`config.mk`:
```
export PLATFORM = sky130hd
export DESIGN_NAME = cron_time_field_match
export DESIGN_NICKNAME = d
export VERILOG_FILES = /design/src/sv/ctfm_pkg.sv /design/src/sv/ctfm_lane.sv /design/src/sv/ctfm_merge.sv /design/src/sv/cron_time_field_match.sv
export SDC_FILE = /design/constraint.sdc
export NUM_CORES = 1
export LEC_CHECK = 0
export BUFFER_PORTS_ARGS = -buffer_cell sky130_fd_sc_hd__buf_2
export CORE_MARGIN = 3
export CORE_UTILIZATION = 33
export CTS_CLUSTER_SIZE = 30
export DETAILED_ROUTE_END_ITERATION = 8
export MAX_ROUTING_LAYER = met4
export PLACE_DENSITY_LB_ADDON = 0.08
export REMOVE_ABC_BUFFERS = 1
export SKIP_LAST_GASP = 1
export SLEW_MARGIN = 20
export SYNTH_ARGS = -nofsm -noshare
export SYNTH_HDL_FRONTEND = slang
export SYNTH_SLANG_ARGS = --single-unit
```
`constraint.sdc`:
```
create_clock -name clk -period 4.8 [get_ports clk]
set_input_delay 0.48 -clock clk [delete_from_list [all_inputs] [get_ports clk]]
set_output_delay 0.48 -clock clk [all_outputs]
set_load 0.01 [all_outputs]
```
`src/sv/ctfm_pkg.sv`:
```
// Shared constants, register indexes, mode codes and stage control type
// for the cron time field matcher. No dependencies.
`timescale 1ns / 1ps

package ctfm_pkg;

    // Schedule geometry
    localparam int SEQ_MAX_DEF = 8;
    localparam int NUM_FIELDS  = 5;
    localparam int VAL_W       = 6;
    localparam int CNT_W       = 4;
    localparam int CNT_LSB     = 48;
    localparam int OPS_W       = 52;
    localparam int MODE_W      = 3;
    localparam int MODES_W     = NUM_FIELDS * MODE_W;

    // Stream and config port widths
    localparam int IN_TDATA_W  = 24;
    localparam int OUT_TDATA_W = 8;
    localparam int CFG_IDX_W   = 3;
    localparam int CFG_DATA_W  = OPS_W;

    // Input field widths, minute first
    localparam int MINUTE_W  = 6;
    localparam int HOUR_W    = 5;
    localparam int DAY_W     = 5;
    localparam int MONTH_W   = 4;
    localparam int WEEKDAY_W = 3;

    // Config register indexes
    localparam logic [CFG_IDX_W-1:0] REG_FIELD_MODES = 3'd0;
    localparam logic [CFG_IDX_W-1:0] REG_MINUTE_OPS  = 3'd1;
    localparam logic [CFG_IDX_W-1:0] REG_HOUR_OPS    = 3'd2;
    localparam logic [CFG_IDX_W-1:0] REG_DAY_OPS     = 3'd3;
    localparam logic [CFG_IDX_W-1:0] REG_MONTH_OPS   = 3'd4;
    localparam logic [CFG_IDX_W-1:0] REG_WEEKDAY_OPS = 3'd5;

    // Field mode codes; 5..7 never match
    localparam logic [MODE_W-1:0] MODE_EXACT    = 3'd0;
    localparam logic [MODE_W-1:0] MODE_WILD     = 3'd1;
    localparam logic [MODE_W-1:0] MODE_PERIODIC = 3'd2;
    localparam logic [MODE_W-1:0] MODE_RANGE    = 3'd3;
    localparam logic [MODE_W-1:0] MODE_LIST     = 3'd4;

    // Per-stage advance strobes handed to the lanes
    typedef struct packed {
        logic en_a;
        logic en_b;
    } stage_en_t;

endpackage

```
`src/sv/ctfm_lane.sv`:
```
// One field lane: mode decode, exact/range/list compares and a two-stage
// restoring remainder unit for periodic mode. Depends on ctfm_pkg.
`timescale 1ns / 1ps

module ctfm_lane #(
    parameter int SEQ_MAX = ctfm_pkg::SEQ_MAX_DEF
) (
    input  logic                                   clk,
    input  logic                                   rst_n,
    input  ctfm_pkg::stage_en_t                    stage_en,
    input  logic [ctfm_pkg::MODE_W-1:0]            mode,
    input  logic [((SEQ_MAX < 2) ? 2 : SEQ_MAX)*ctfm_pkg::VAL_W-1:0] slots,
    input  logic [ctfm_pkg::CNT_W-1:0]             count,
    input  logic [ctfm_pkg::VAL_W-1:0]             t,
    output logic                                   hit
);

    localparam int VW = ctfm_pkg::VAL_W;
    localparam int HALF = VW / 2;

    // One restoring step: shift in a dividend bit, subtract if it fits
    function automatic logic [VW-1:0] rem_step(
        input logic [VW-1:0] rem,
        input logic          dbit,
        input logic [VW-1:0] d
    );
        logic [VW:0] wide;
        begin
            wide = {rem, dbit};
            if (wide >= {1'b0, d})
            begin
                wide = wide - {1'b0, d};
            end
            rem_step = wide[VW-1:0];
        end
    endfunction

    logic [VW-1:0]              v0;
    logic [VW-1:0]              v1;
    logic [ctfm_pkg::CNT_W-1:0] cnt_sat;
    logic                       list_hit;
    logic                       other_hit;
    logic                       periodic_ok;
    logic [VW-1:0]              rem_a;
    logic [VW-1:0]              rem_b;

    // Stage A registers
    logic            other_reg,    other_next;
    logic            periodic_reg, periodic_next;
    logic [VW-1:0]   rem_reg,      rem_next;
    logic [HALF-1:0] low_reg,      low_next;
    // Stage B register
    logic            hit_reg,      hit_next;

    assign v0 = slots[VW-1:0];
    assign v1 = slots[2*VW-1:VW];

    always_comb
    begin
        cnt_sat = (count > ctfm_pkg::CNT_W'(SEQ_MAX)) ? ctfm_pkg::CNT_W'(SEQ_MAX) : count;
        list_hit = 1'b0;
        for (int k = 0; k < SEQ_MAX; k++)
        begin
            if ((ctfm_pkg::CNT_W'(k) < cnt_sat) && (slots[k*VW +: VW] == t))
            begin
                list_hit = 1'b1;
            end
        end
    end

    always_comb
    begin
        periodic_ok = 1'b0;
        unique case (mode)
            ctfm_pkg::MODE_EXACT:    other_hit = (t == v0);
            ctfm_pkg::MODE_WILD:     other_hit = 1'b1;
            ctfm_pkg::MODE_PERIODIC:
            begin
                other_hit   = 1'b0;
                periodic_ok = (v0 != '0);
            end
            ctfm_pkg::MODE_RANGE:    other_hit = (v0 <= t) && (t <= v1);
            ctfm_pkg::MODE_LIST:     other_hit = list_hit;
            default:                 other_hit = 1'b0;
        endcase
    end

    // Upper dividend bits in stage A
    always_comb
    begin
        rem_a = '0;
        for (int i = VW - 1; i >= HALF; i--)
        begin
            rem_a = rem_step(rem_a, t[i], v0);
        end
    end

    assign other_next    = other_hit;
    assign periodic_next = periodic_ok;
    assign rem_next      = rem_a;
    assign low_next      = t[HALF-1:0];

    always_ff @(posedge clk)
    begin
        if (stage_en.en_a)
        begin
            other_reg    <= other_next;
            periodic_reg <= periodic_next;
            rem_reg      <= rem_next;
            low_reg      <= low_next;
        end
    end

    // Lower dividend bits in stage B; the user must keep the divisor static while busy, not enforced here
    always_comb
    begin
        rem_b = rem_reg;
        for (int i = HALF - 1; i >= 0; i--)
        begin
            rem_b = rem_step(rem_b, low_reg[i], v0);
        end
        hit_next = periodic_reg ? (rem_b == '0) : other_reg;
    end

    always_ff @(posedge clk or negedge rst_n)
    begin
        if (!rst_n)
        begin
            hit_reg <= 1'b0;
        end
        else if (stage_en.en_b)
        begin
            hit_reg <= hit_next;
        end
    end

    assign hit = hit_reg;

endmodule

```
`src/sv/ctfm_merge.sv`:
```
// Merge stage: ANDs the lane hits and holds the result beat in the
// output register. Depends on ctfm_pkg.
`timescale 1ns / 1ps

module ctfm_merge (
    input  logic                                clk,
    input  logic                                rst_n,
    input  logic                                en,
    input  logic                                in_valid,
    input  logic [ctfm_pkg::NUM_FIELDS-1:0]     lane_hits,
    output logic                                m_tvalid,
    output logic [ctfm_pkg::OUT_TDATA_W-1:0]    m_tdata
);

    logic                                 valid_reg, valid_next;
    logic [ctfm_pkg::OUT_TDATA_W-1:0]     data_reg,  data_next;

    assign valid_next = in_valid;

    always_comb
    begin
        data_next = '0;
        data_next[0] = &lane_hits;
        data_next[ctfm_pkg::NUM_FIELDS:1] = lane_hits;
    end

    always_ff @(posedge clk or negedge rst_n)
    begin
        if (!rst_n)
        begin
            valid_reg <= 1'b0;
        end
        else if (en)
        begin
            valid_reg <= valid_next;
        end
    end

    always_ff @(posedge clk)
    begin
        if (en)
        begin
            data_reg <= data_next;
        end
    end

    assign m_tvalid = valid_reg;
    assign m_tdata  = data_reg;

endmodule

```
`src/sv/cron_time_field_match.sv`:
```
// Top level of the cron time field matcher: config registers, input
// register, five field lanes and the merge stage. Depends on ctfm_pkg,
// ctfm_lane and ctfm_merge.
`timescale 1ns / 1ps

//  channel   dir  handshake           payload (lowest bit first)
//  -------   ---  ------------------  --------------------------------------------
//  s_*       in   s_tvalid/s_tready   minute, hour, day_of_month, month_number,
//                                     weekday, pad
//  m_*       out  m_tvalid/m_tready   schedule_hit, field_hits, pad
//  cfg_*     in   cfg_wr_en           cfg_index selects register, cfg_data value
//
//  A beat passes through the input register, lane stage A, lane stage B and
//  the output register. One beat per cycle sustained while m_tready is high.
//  The periodic remainder is split over lane stages A and B, 3 bits each.
//  Each stage moves when the one after it is empty or moving, so bubbles
//  close up while m_tready is low and s_tready only drops once all fill.
//  Reset clears all valid bits and all config registers to zero.

module cron_time_field_match #(
    parameter int SEQ_MAX = ctfm_pkg::SEQ_MAX_DEF
) (
    input  logic                                clk,
    input  logic                                rst_n,
    // Config write port
    input  logic                                cfg_wr_en,
    input  logic [ctfm_pkg::CFG_IDX_W-1:0]      cfg_index,
    input  logic [ctfm_pkg::CFG_DATA_W-1:0]     cfg_data,
    // Time beats in
    input  logic                                s_tvalid,
    output logic                                s_tready,
    // minute[5:0], hour[10:6], day_of_month[15:11], month_number[19:16],
    // weekday[22:20], zero[23]
    input  logic [ctfm_pkg::IN_TDATA_W-1:0]     s_tdata,
    // Match beats out
    output logic                                m_tvalid,
    input  logic                                m_tready,
    // schedule_hit[0], field_hits[5:1], zero[7:6]
    output logic [ctfm_pkg::OUT_TDATA_W-1:0]    m_tdata
);

    localparam int NF     = ctfm_pkg::NUM_FIELDS;
    localparam int VW     = ctfm_pkg::VAL_W;
    localparam int CW     = ctfm_pkg::CNT_W;
    localparam int MW     = ctfm_pkg::MODE_W;
    // Range mode needs slot 1 even with a one-entry list
    localparam int SLOTS  = (SEQ_MAX < 2) ? 2 : SEQ_MAX;
    localparam int SLOT_W = SLOTS * VW;

    // Input field offsets in s_tdata
    localparam int HOUR_LSB    = ctfm_pkg::MINUTE_W;
    localparam int DAY_LSB     = HOUR_LSB + ctfm_pkg::HOUR_W;
    localparam int MONTH_LSB   = DAY_LSB + ctfm_pkg::DAY_W;
    localparam int WEEKDAY_LSB = MONTH_LSB + ctfm_pkg::MONTH_W;

    // ---------------- config registers ----------------
    logic [ctfm_pkg::MODES_W-1:0] modes_reg, modes_next;
    logic [SLOT_W-1:0]            slots_reg [NF];
    logic [SLOT_W-1:0]            slots_next [NF];
    logic [CW-1:0]                count_reg [NF];
    logic [CW-1:0]                count_next [NF];

    always_comb
    begin
        modes_next = modes_reg;
        for (int f = 0; f < NF; f++)
        begin
            slots_next[f] = slots_reg[f];
            count_next[f] = count_reg[f];
        end
        if (cfg_wr_en)
        begin
            unique case (cfg_index) inside
                ctfm_pkg::REG_FIELD_MODES:
                    modes_next = cfg_data[ctfm_pkg::MODES_W-1:0];
                ctfm_pkg::REG_MINUTE_OPS,
                ctfm_pkg::REG_HOUR_OPS,
                ctfm_pkg::REG_DAY_OPS,
                ctfm_pkg::REG_MONTH_OPS,
                ctfm_pkg::REG_WEEKDAY_OPS:
                begin
                    // operand registers follow the modes register in order
                    for (int f = 0; f < NF; f++)
                    begin
                        if (cfg_index == ctfm_pkg::CFG_IDX_W'(f + 1))
                        begin
                            slots_next[f] = cfg_data[SLOT_W-1:0];
                            count_next[f] = cfg_data[ctfm_pkg::CNT_LSB +: CW];
                        end
                    end
                end
                default:
                begin
                    // unused indexes are dropped
                end
            endcase
        end
    end

    always_ff @(posedge clk or negedge rst_n)
    begin
        if (!rst_n)
        begin
            modes_reg <= '0;
            for (int f = 0; f < NF; f++)
            begin
                slots_reg[f] <= '0;
                count_reg[f] <= '0;
            end
        end
        else
        begin
            modes_reg <= modes_next;
            for (int f = 0; f < NF; f++)
            begin
                slots_reg[f] <= slots_next[f];
                count_reg[f] <= count_next[f];
            end
        end
    end

    // ---------------- pipeline control ----------------
    logic                in_valid_reg, in_valid_next;
    logic                a_valid_reg,  a_valid_next;
    logic                b_valid_reg,  b_valid_next;
    logic                en_in;
    logic                en_a;
    logic                en_b;
    logic                en_out;
    ctfm_pkg::stage_en_t stage_en;

    assign en_out   = !m_tvalid || m_tready;
    assign en_b     = !b_valid_reg || en_out;
    assign en_a     = !a_valid_reg || en_b;
    assign en_in    = !in_valid_reg || en_a;
    assign s_tready = en_in;

    always_comb
    begin
        stage_en.en_a = en_a;
        stage_en.en_b = en_b;
    end

    assign in_valid_next = s_tvalid;
    assign a_valid_next  = in_valid_reg;
    assign b_valid_next  = a_valid_reg;

    always_ff @(posedge clk or negedge rst_n)
    begin
        if (!rst_n)
        begin
            in_valid_reg <= 1'b0;
            a_valid_reg  <= 1'b0;
            b_valid_reg  <= 1'b0;
        end
        else
        begin
            if (en_in)
            begin
                in_valid_reg <= in_valid_next;
            end
            if (en_a)
            begin
                a_valid_reg <= a_valid_next;
            end
            if (en_b)
            begin
                b_valid_reg <= b_valid_next;
            end
        end
    end

    // ---------------- input register ----------------
    // Every field widened to the slot width; compares use the full field width.
    logic [VW-1:0] t_reg  [NF];
    logic [VW-1:0] t_next [NF];

    always_comb
    begin
        t_next[0] = VW'(s_tdata[HOUR_LSB-1:0]);
        t_next[1] = VW'(s_tdata[DAY_LSB-1:HOUR_LSB]);
        t_next[2] = VW'(s_tdata[MONTH_LSB-1:DAY_LSB]);
        t_next[3] = VW'(s_tdata[WEEKDAY_LSB-1:MONTH_LSB]);
        t_next[4] = VW'(s_tdata[WEEKDAY_LSB + ctfm_pkg::WEEKDAY_W - 1:WEEKDAY_LSB]);
    end

    always_ff @(posedge clk)
    begin
        if (en_in && s_tvalid)
        begin
            for (int f = 0; f < NF; f++)
            begin
                t_reg[f] <= t_next[f];
            end
        end
    end

    // ---------------- field lanes ----------------
    logic [NF-1:0] lane_hits;

    for (genvar f = 0; f < NF; f++)
    begin : g_lane
        ctfm_lane #(
            .SEQ_MAX (SEQ_MAX)
        ) u_lane (
            .clk      (clk),
            .rst_n    (rst_n),
            .stage_en (stage_en),
            .mode     (modes_reg[f*MW +: MW]),
            .slots    (slots_reg[f]),
            .count    (count_reg[f]),
            .t        (t_reg[f]),
            .hit      (lane_hits[f])
        );
    end

    // ---------------- merge and output register ----------------
    ctfm_merge u_merge (
        .clk       (clk),
        .rst_n     (rst_n),
        .en        (en_out),
        .in_valid  (b_valid_reg),
        .lane_hits (lane_hits),
        .m_tvalid  (m_tvalid),
        .m_tdata   (m_tdata)
    );

endmodule
```
==> flow_metrics.py <==
metrics = {
    "sta": {
        "period_needed_ns": 4.90,
        "finalSetupViolCount": 1,
        "report.final.slew_viol_count": 0,
        "fin_ws_ns": -0.0991,
        "tightest_slew_ns": 1.06,
        "clock_skew_ns": 0.0218,
        "relSlewSlack": 0.292,
        "finalCritPeriodShare": 1.02,
        "setup_tns_ns": -0.0991,
        "hold_violations": 0,
        "rsz0062_at_grt": "true",
        "holdWs_ns": 0.0539,
        "max_freq_ghz": 0.204,
    },
    "route": {
        "drc": 0,
        "wire_per_inst_um": 19.9,
        "wirelength_um": 73300,
        "first_pass_iters": 4,
        "ant_nets": 0,
        "via_count": 18500,
        "drt_iter0_drc": 915,
        "via_per_inst": 5.04,
    },
    "critical_path": {
        "required_ns": 5.30,
        "crit_path_start_kind": "register",
        "rr_startpoint": "slots_reg[96]",
        "arrival_ns": 5.40,
        "r2r_slack_ns": -0.1,
        "crit_type": "reg -> reg",
        "r2r_end": "g_lane[2].u_lane.hit",
        "critPathCaptureType": "register",
        "r2r_cells": 23,
        "critical_path_peak_fanout": 6,
    },
    "floorplan": {
        "initial_utilization": 0.335,
        "fp.dieArea_um2": 76300,
        "die_h_um": 276,
        "core_um2": 71900,
        "placementRows": 98,
        "ios": 94,
        "die_w_um": 276,
    },
    "cts": {
        "clock-sinks": 368,
        "cts_tree": "yes",
        "cts.clk_slew.worst_paths_ns": 0.06,
        "clock_latency_ns": 0.59,
        "cts_root_buffer": "clkbuf_16",
        "htreeDepth": 2,
        "clockBufferDepth": 3,
        "cts_made_buffers": 47,
    },
    "finish": {
        "postLayoutCellArea_um2": 31000,
        "drive_gt1_frac": 0.363,
        "fillers": 6917,
        "largest_reg_flops": 240,
        "fin_nets": 2984,
        "areaGrowthSynthToFinish_pct": 28.7,
    },
    "outcome": {
        "status": "complete, but fails checks",
        "violations": "negative setup slack",
    },
    "min_path": {
        "min-delay-start": "s_tdata[7]",
        "hold_class": "in -> reg",
        "hold_depth": 1,
        "worstHoldEndpoint": "t_reg[0][7]",
    },
    "place": {
        "gp_congestion": 0.863,
        "io_buffer_count": 90,
        "postPlaceCellArea_um2": 27700,
        "place_ws_ns": -0.541,
        "dp.final_hpwl_um": 54300,
    },
    "global_routing": {
        "antenna_found_initial": 14,
        "grt_pass1_wl_um": 111000,
        "overflow": 0,
        "grt_pass1_vias": 18800,
        "track_usage": 0.192,
        "grt_start_max_net_pins": 104,
    },
    "power_and_ir_drop": {
        "p_leak_nw": 13.7,
        "powerDensity_nw_per_um2": 838,
        "ir_drop_uv": 482,
    },
    "synthesis": {
        "synth_enable_flop_cells": 84,
        "synthDistinctLibCells": 77,
        "syn_area_um2": 24100,
        "synth.yosys.seq_area_share": 0.400,
        "ys_warn_count": 0,
        "synthCells": 2257,
        "synth_area_per_cell_um2": 10.7,
        "synth_top_flop_cell": "dfrtp_1",
        "synth_seq_cells": 368,
        "synthArstFlopShare": 0.772,
    },
    "run": {
        "maxCapViolCount": 0,
    },
}
-- synth_stat cells (9+ instances only) --
cell	n	area [um^2]
a211oi_1	13	97.6
a21o_1	40	300
a21oi_1	93	465
a31oi_1	17	106
and2_1	11	68.8
and3_1	13	81.3
clkbuf_1	60	225
dfrtp_1	284	7110
edfxtp_1	84	2520
fa_1	22	440
ha_1	200	2500
inv_1	165	619
mux2_2	279	3140
mux2i_1	34	340
nand2_1	109	409
nand2b_1	34	213
nand3_1	32	160
nand4_1	37	231
nor2_1	103	387
nor2b_1	45	282
nor3_1	47	235
nor4_1	26	163
o21a_1	17	128
o21ai_0	114	571
o31a_1	9	78.8
xnor2_1	120	1050
xor2_1	92	806
-- report_power, final --
part / internal, mW / switching, mW / total, mW
clock network: 2.29 / 1.46 / 3.76
registers: 4.06 / 0.554 / 4.61
logic: 9.37 / 8.25 / 17.6
-- placed cells by master, fill, tap and decap left out, types with 9 or more instances in the layout --
master | synthesis | routed
and2_1 | 11 | 10
mux2_2 | 279 | 270
inv_1 | 165 | 150
mux2i_1 | 34 | 24
a21oi_1 | 93 | 69
inv_2 | 0 | 15
a21oi_2 | 0 | 20
nor3_1 | 47 | 42
o21ai_2 | 0 | 14
fa_1 | 22 | 15
xnor2_1 | 120 | 120
mux2_4 | 4 | 13
o31a_1 | 9 | 9
ha_1 | 200 | 161
nand4_1 | 37 | 37
nand3_1 | 32 | 29
o21a_1 | 17 | 16
xor2_1 | 92 | 91
clkbuf_16 | 0 | 53
a31oi_1 | 17 | 13
buf_2 | 0 | 89
dfrtp_1 | 284 | 284
ha_4 | 0 | 37
conb_1 | 1 | 10
edfxtp_1 | 84 | 84
nor2_1 | 103 | 95
nor4_1 | 26 | 26
a21o_1 | 40 | 40
nand2_1 | 109 | 104
buf_6 | 1 | 17
and3_1 | 13 | 11
clkinv_2 | 0 | 9
o21ai_0 | 114 | 86
buf_4 | 2 | 317
nor2b_1 | 45 | 39
o21ai_1 | 4 | 15
nand2b_1 | 34 | 29
-- logic make-up (layout without fill, tap and decap cells) --
kind of cell	count (synthesis)	in the layout	share of synthesized area
compound gates	396	396	0.106
mux	317	317	0.147
flops	368	368	0.400
xor+xnor	212	212	0.0771
buf+inv	228	679	0.0361
fa+ha+maj	222	222	0.122
other cells	1	18	0.000156
simple gates	513	513	0.111
-- layer usage --
metal / track usage / vias to the layer above / part of all wire
li1: - / 9004 / -
met1: 0.268 / 9119 / 0.49
met2: 0.294 / 301 / 0.45
met3: 0.0261 / 96 / 0.038
met4: 0.0475 / 0 / 0.024
met5: - / - / 0
-- how the worst max path moves through the flow --
stage / from / end / slack [ns] / cells past startpoint
2_1_floorplan: slots_reg[145] / g_lane[1].u_lane.hit / -0.71 / 22
3_3_place_gp: g_lane[2].u_lane.low_reg[2] / g_lane[2].u_lane.hit / -0.42 / 26
3_5_place_dp: g_lane[2].u_lane.low_reg[2] / g_lane[2].u_lane.hit / -0.54 / 25
4_1_cts: g_lane[2].u_lane.rem_reg[4] / g_lane[2].u_lane.hit / -0.17 / 23
5_1_grt: g_lane[2].u_lane.low_reg[2] / g_lane[2].u_lane.hit / -0.34 / 24
6_report: slots_reg[96] / g_lane[2].u_lane.hit / -0.1 / 23
-- layout make-up --
type	instances	area [um^2]	area share
Antenna cell	8	20.0	0.000646
Clock buffer	64	1410	0.0454
Clock inverter	24	273	0.00880
Inverter	165	619	0.0200
Multi-Input combinational cell	1670	14800	0.478
Sequential cell	368	9630	0.311
Tap cell	950	1190	0.0383
Timing Repair Buffer	426	3060	0.0987
-- worst max-delay path, cell delays in order (launching register included) --
cell and delay (ns):
dfrtp_1 0.41, ha_4 0.27, nand2b_4 0.13, a21boi_4 0.06, o311a_4 0.42, nor2_1 0.13, a21oi_2 0.05, inv_1 0.10
ha_4 0.21, nor2b_1 0.13, o31a_1 0.25, o21a_1 0.21, o21ai_2 0.16, nor3b_4 0.30, buf_4 0.17, mux2_4 0.31
ha_4 0.27, a21oi_2 0.15, o22ai_2 0.10, nor2_2 0.13, xnor2_1 0.07, or3_1 0.37, mux2_4 0.30, a31oi_4 0.12
-- per-stage QoR --
step / utilization / power [mW] / cells
final: 0.432 / 26.0 / 3675
after global routing: 0.432 / 28.1 / 3674
after CTS: 0.415 / 23.9 / 3630
after detailed placement: 0.386 / 19.2 / 3532
after global placement: 0.386 / 18.9 / 3532
after floorplan: - / 13.9 / 2203
-- timing repair --
| item | 4_1_cts | 5_1_grt |
|---|---|---|
| gates resized for setup | 72 | 181 |
| hold buffers | 1 | 0 |
| setup endpoints to repair | 20 | 33 |
| pin swaps | 30 | 102 |
| endpoints found under the hold margin | 67 | 0 |
| setup buffers | 9 | 38 |
Note: power is estimated with default switching activity, not from simulation.
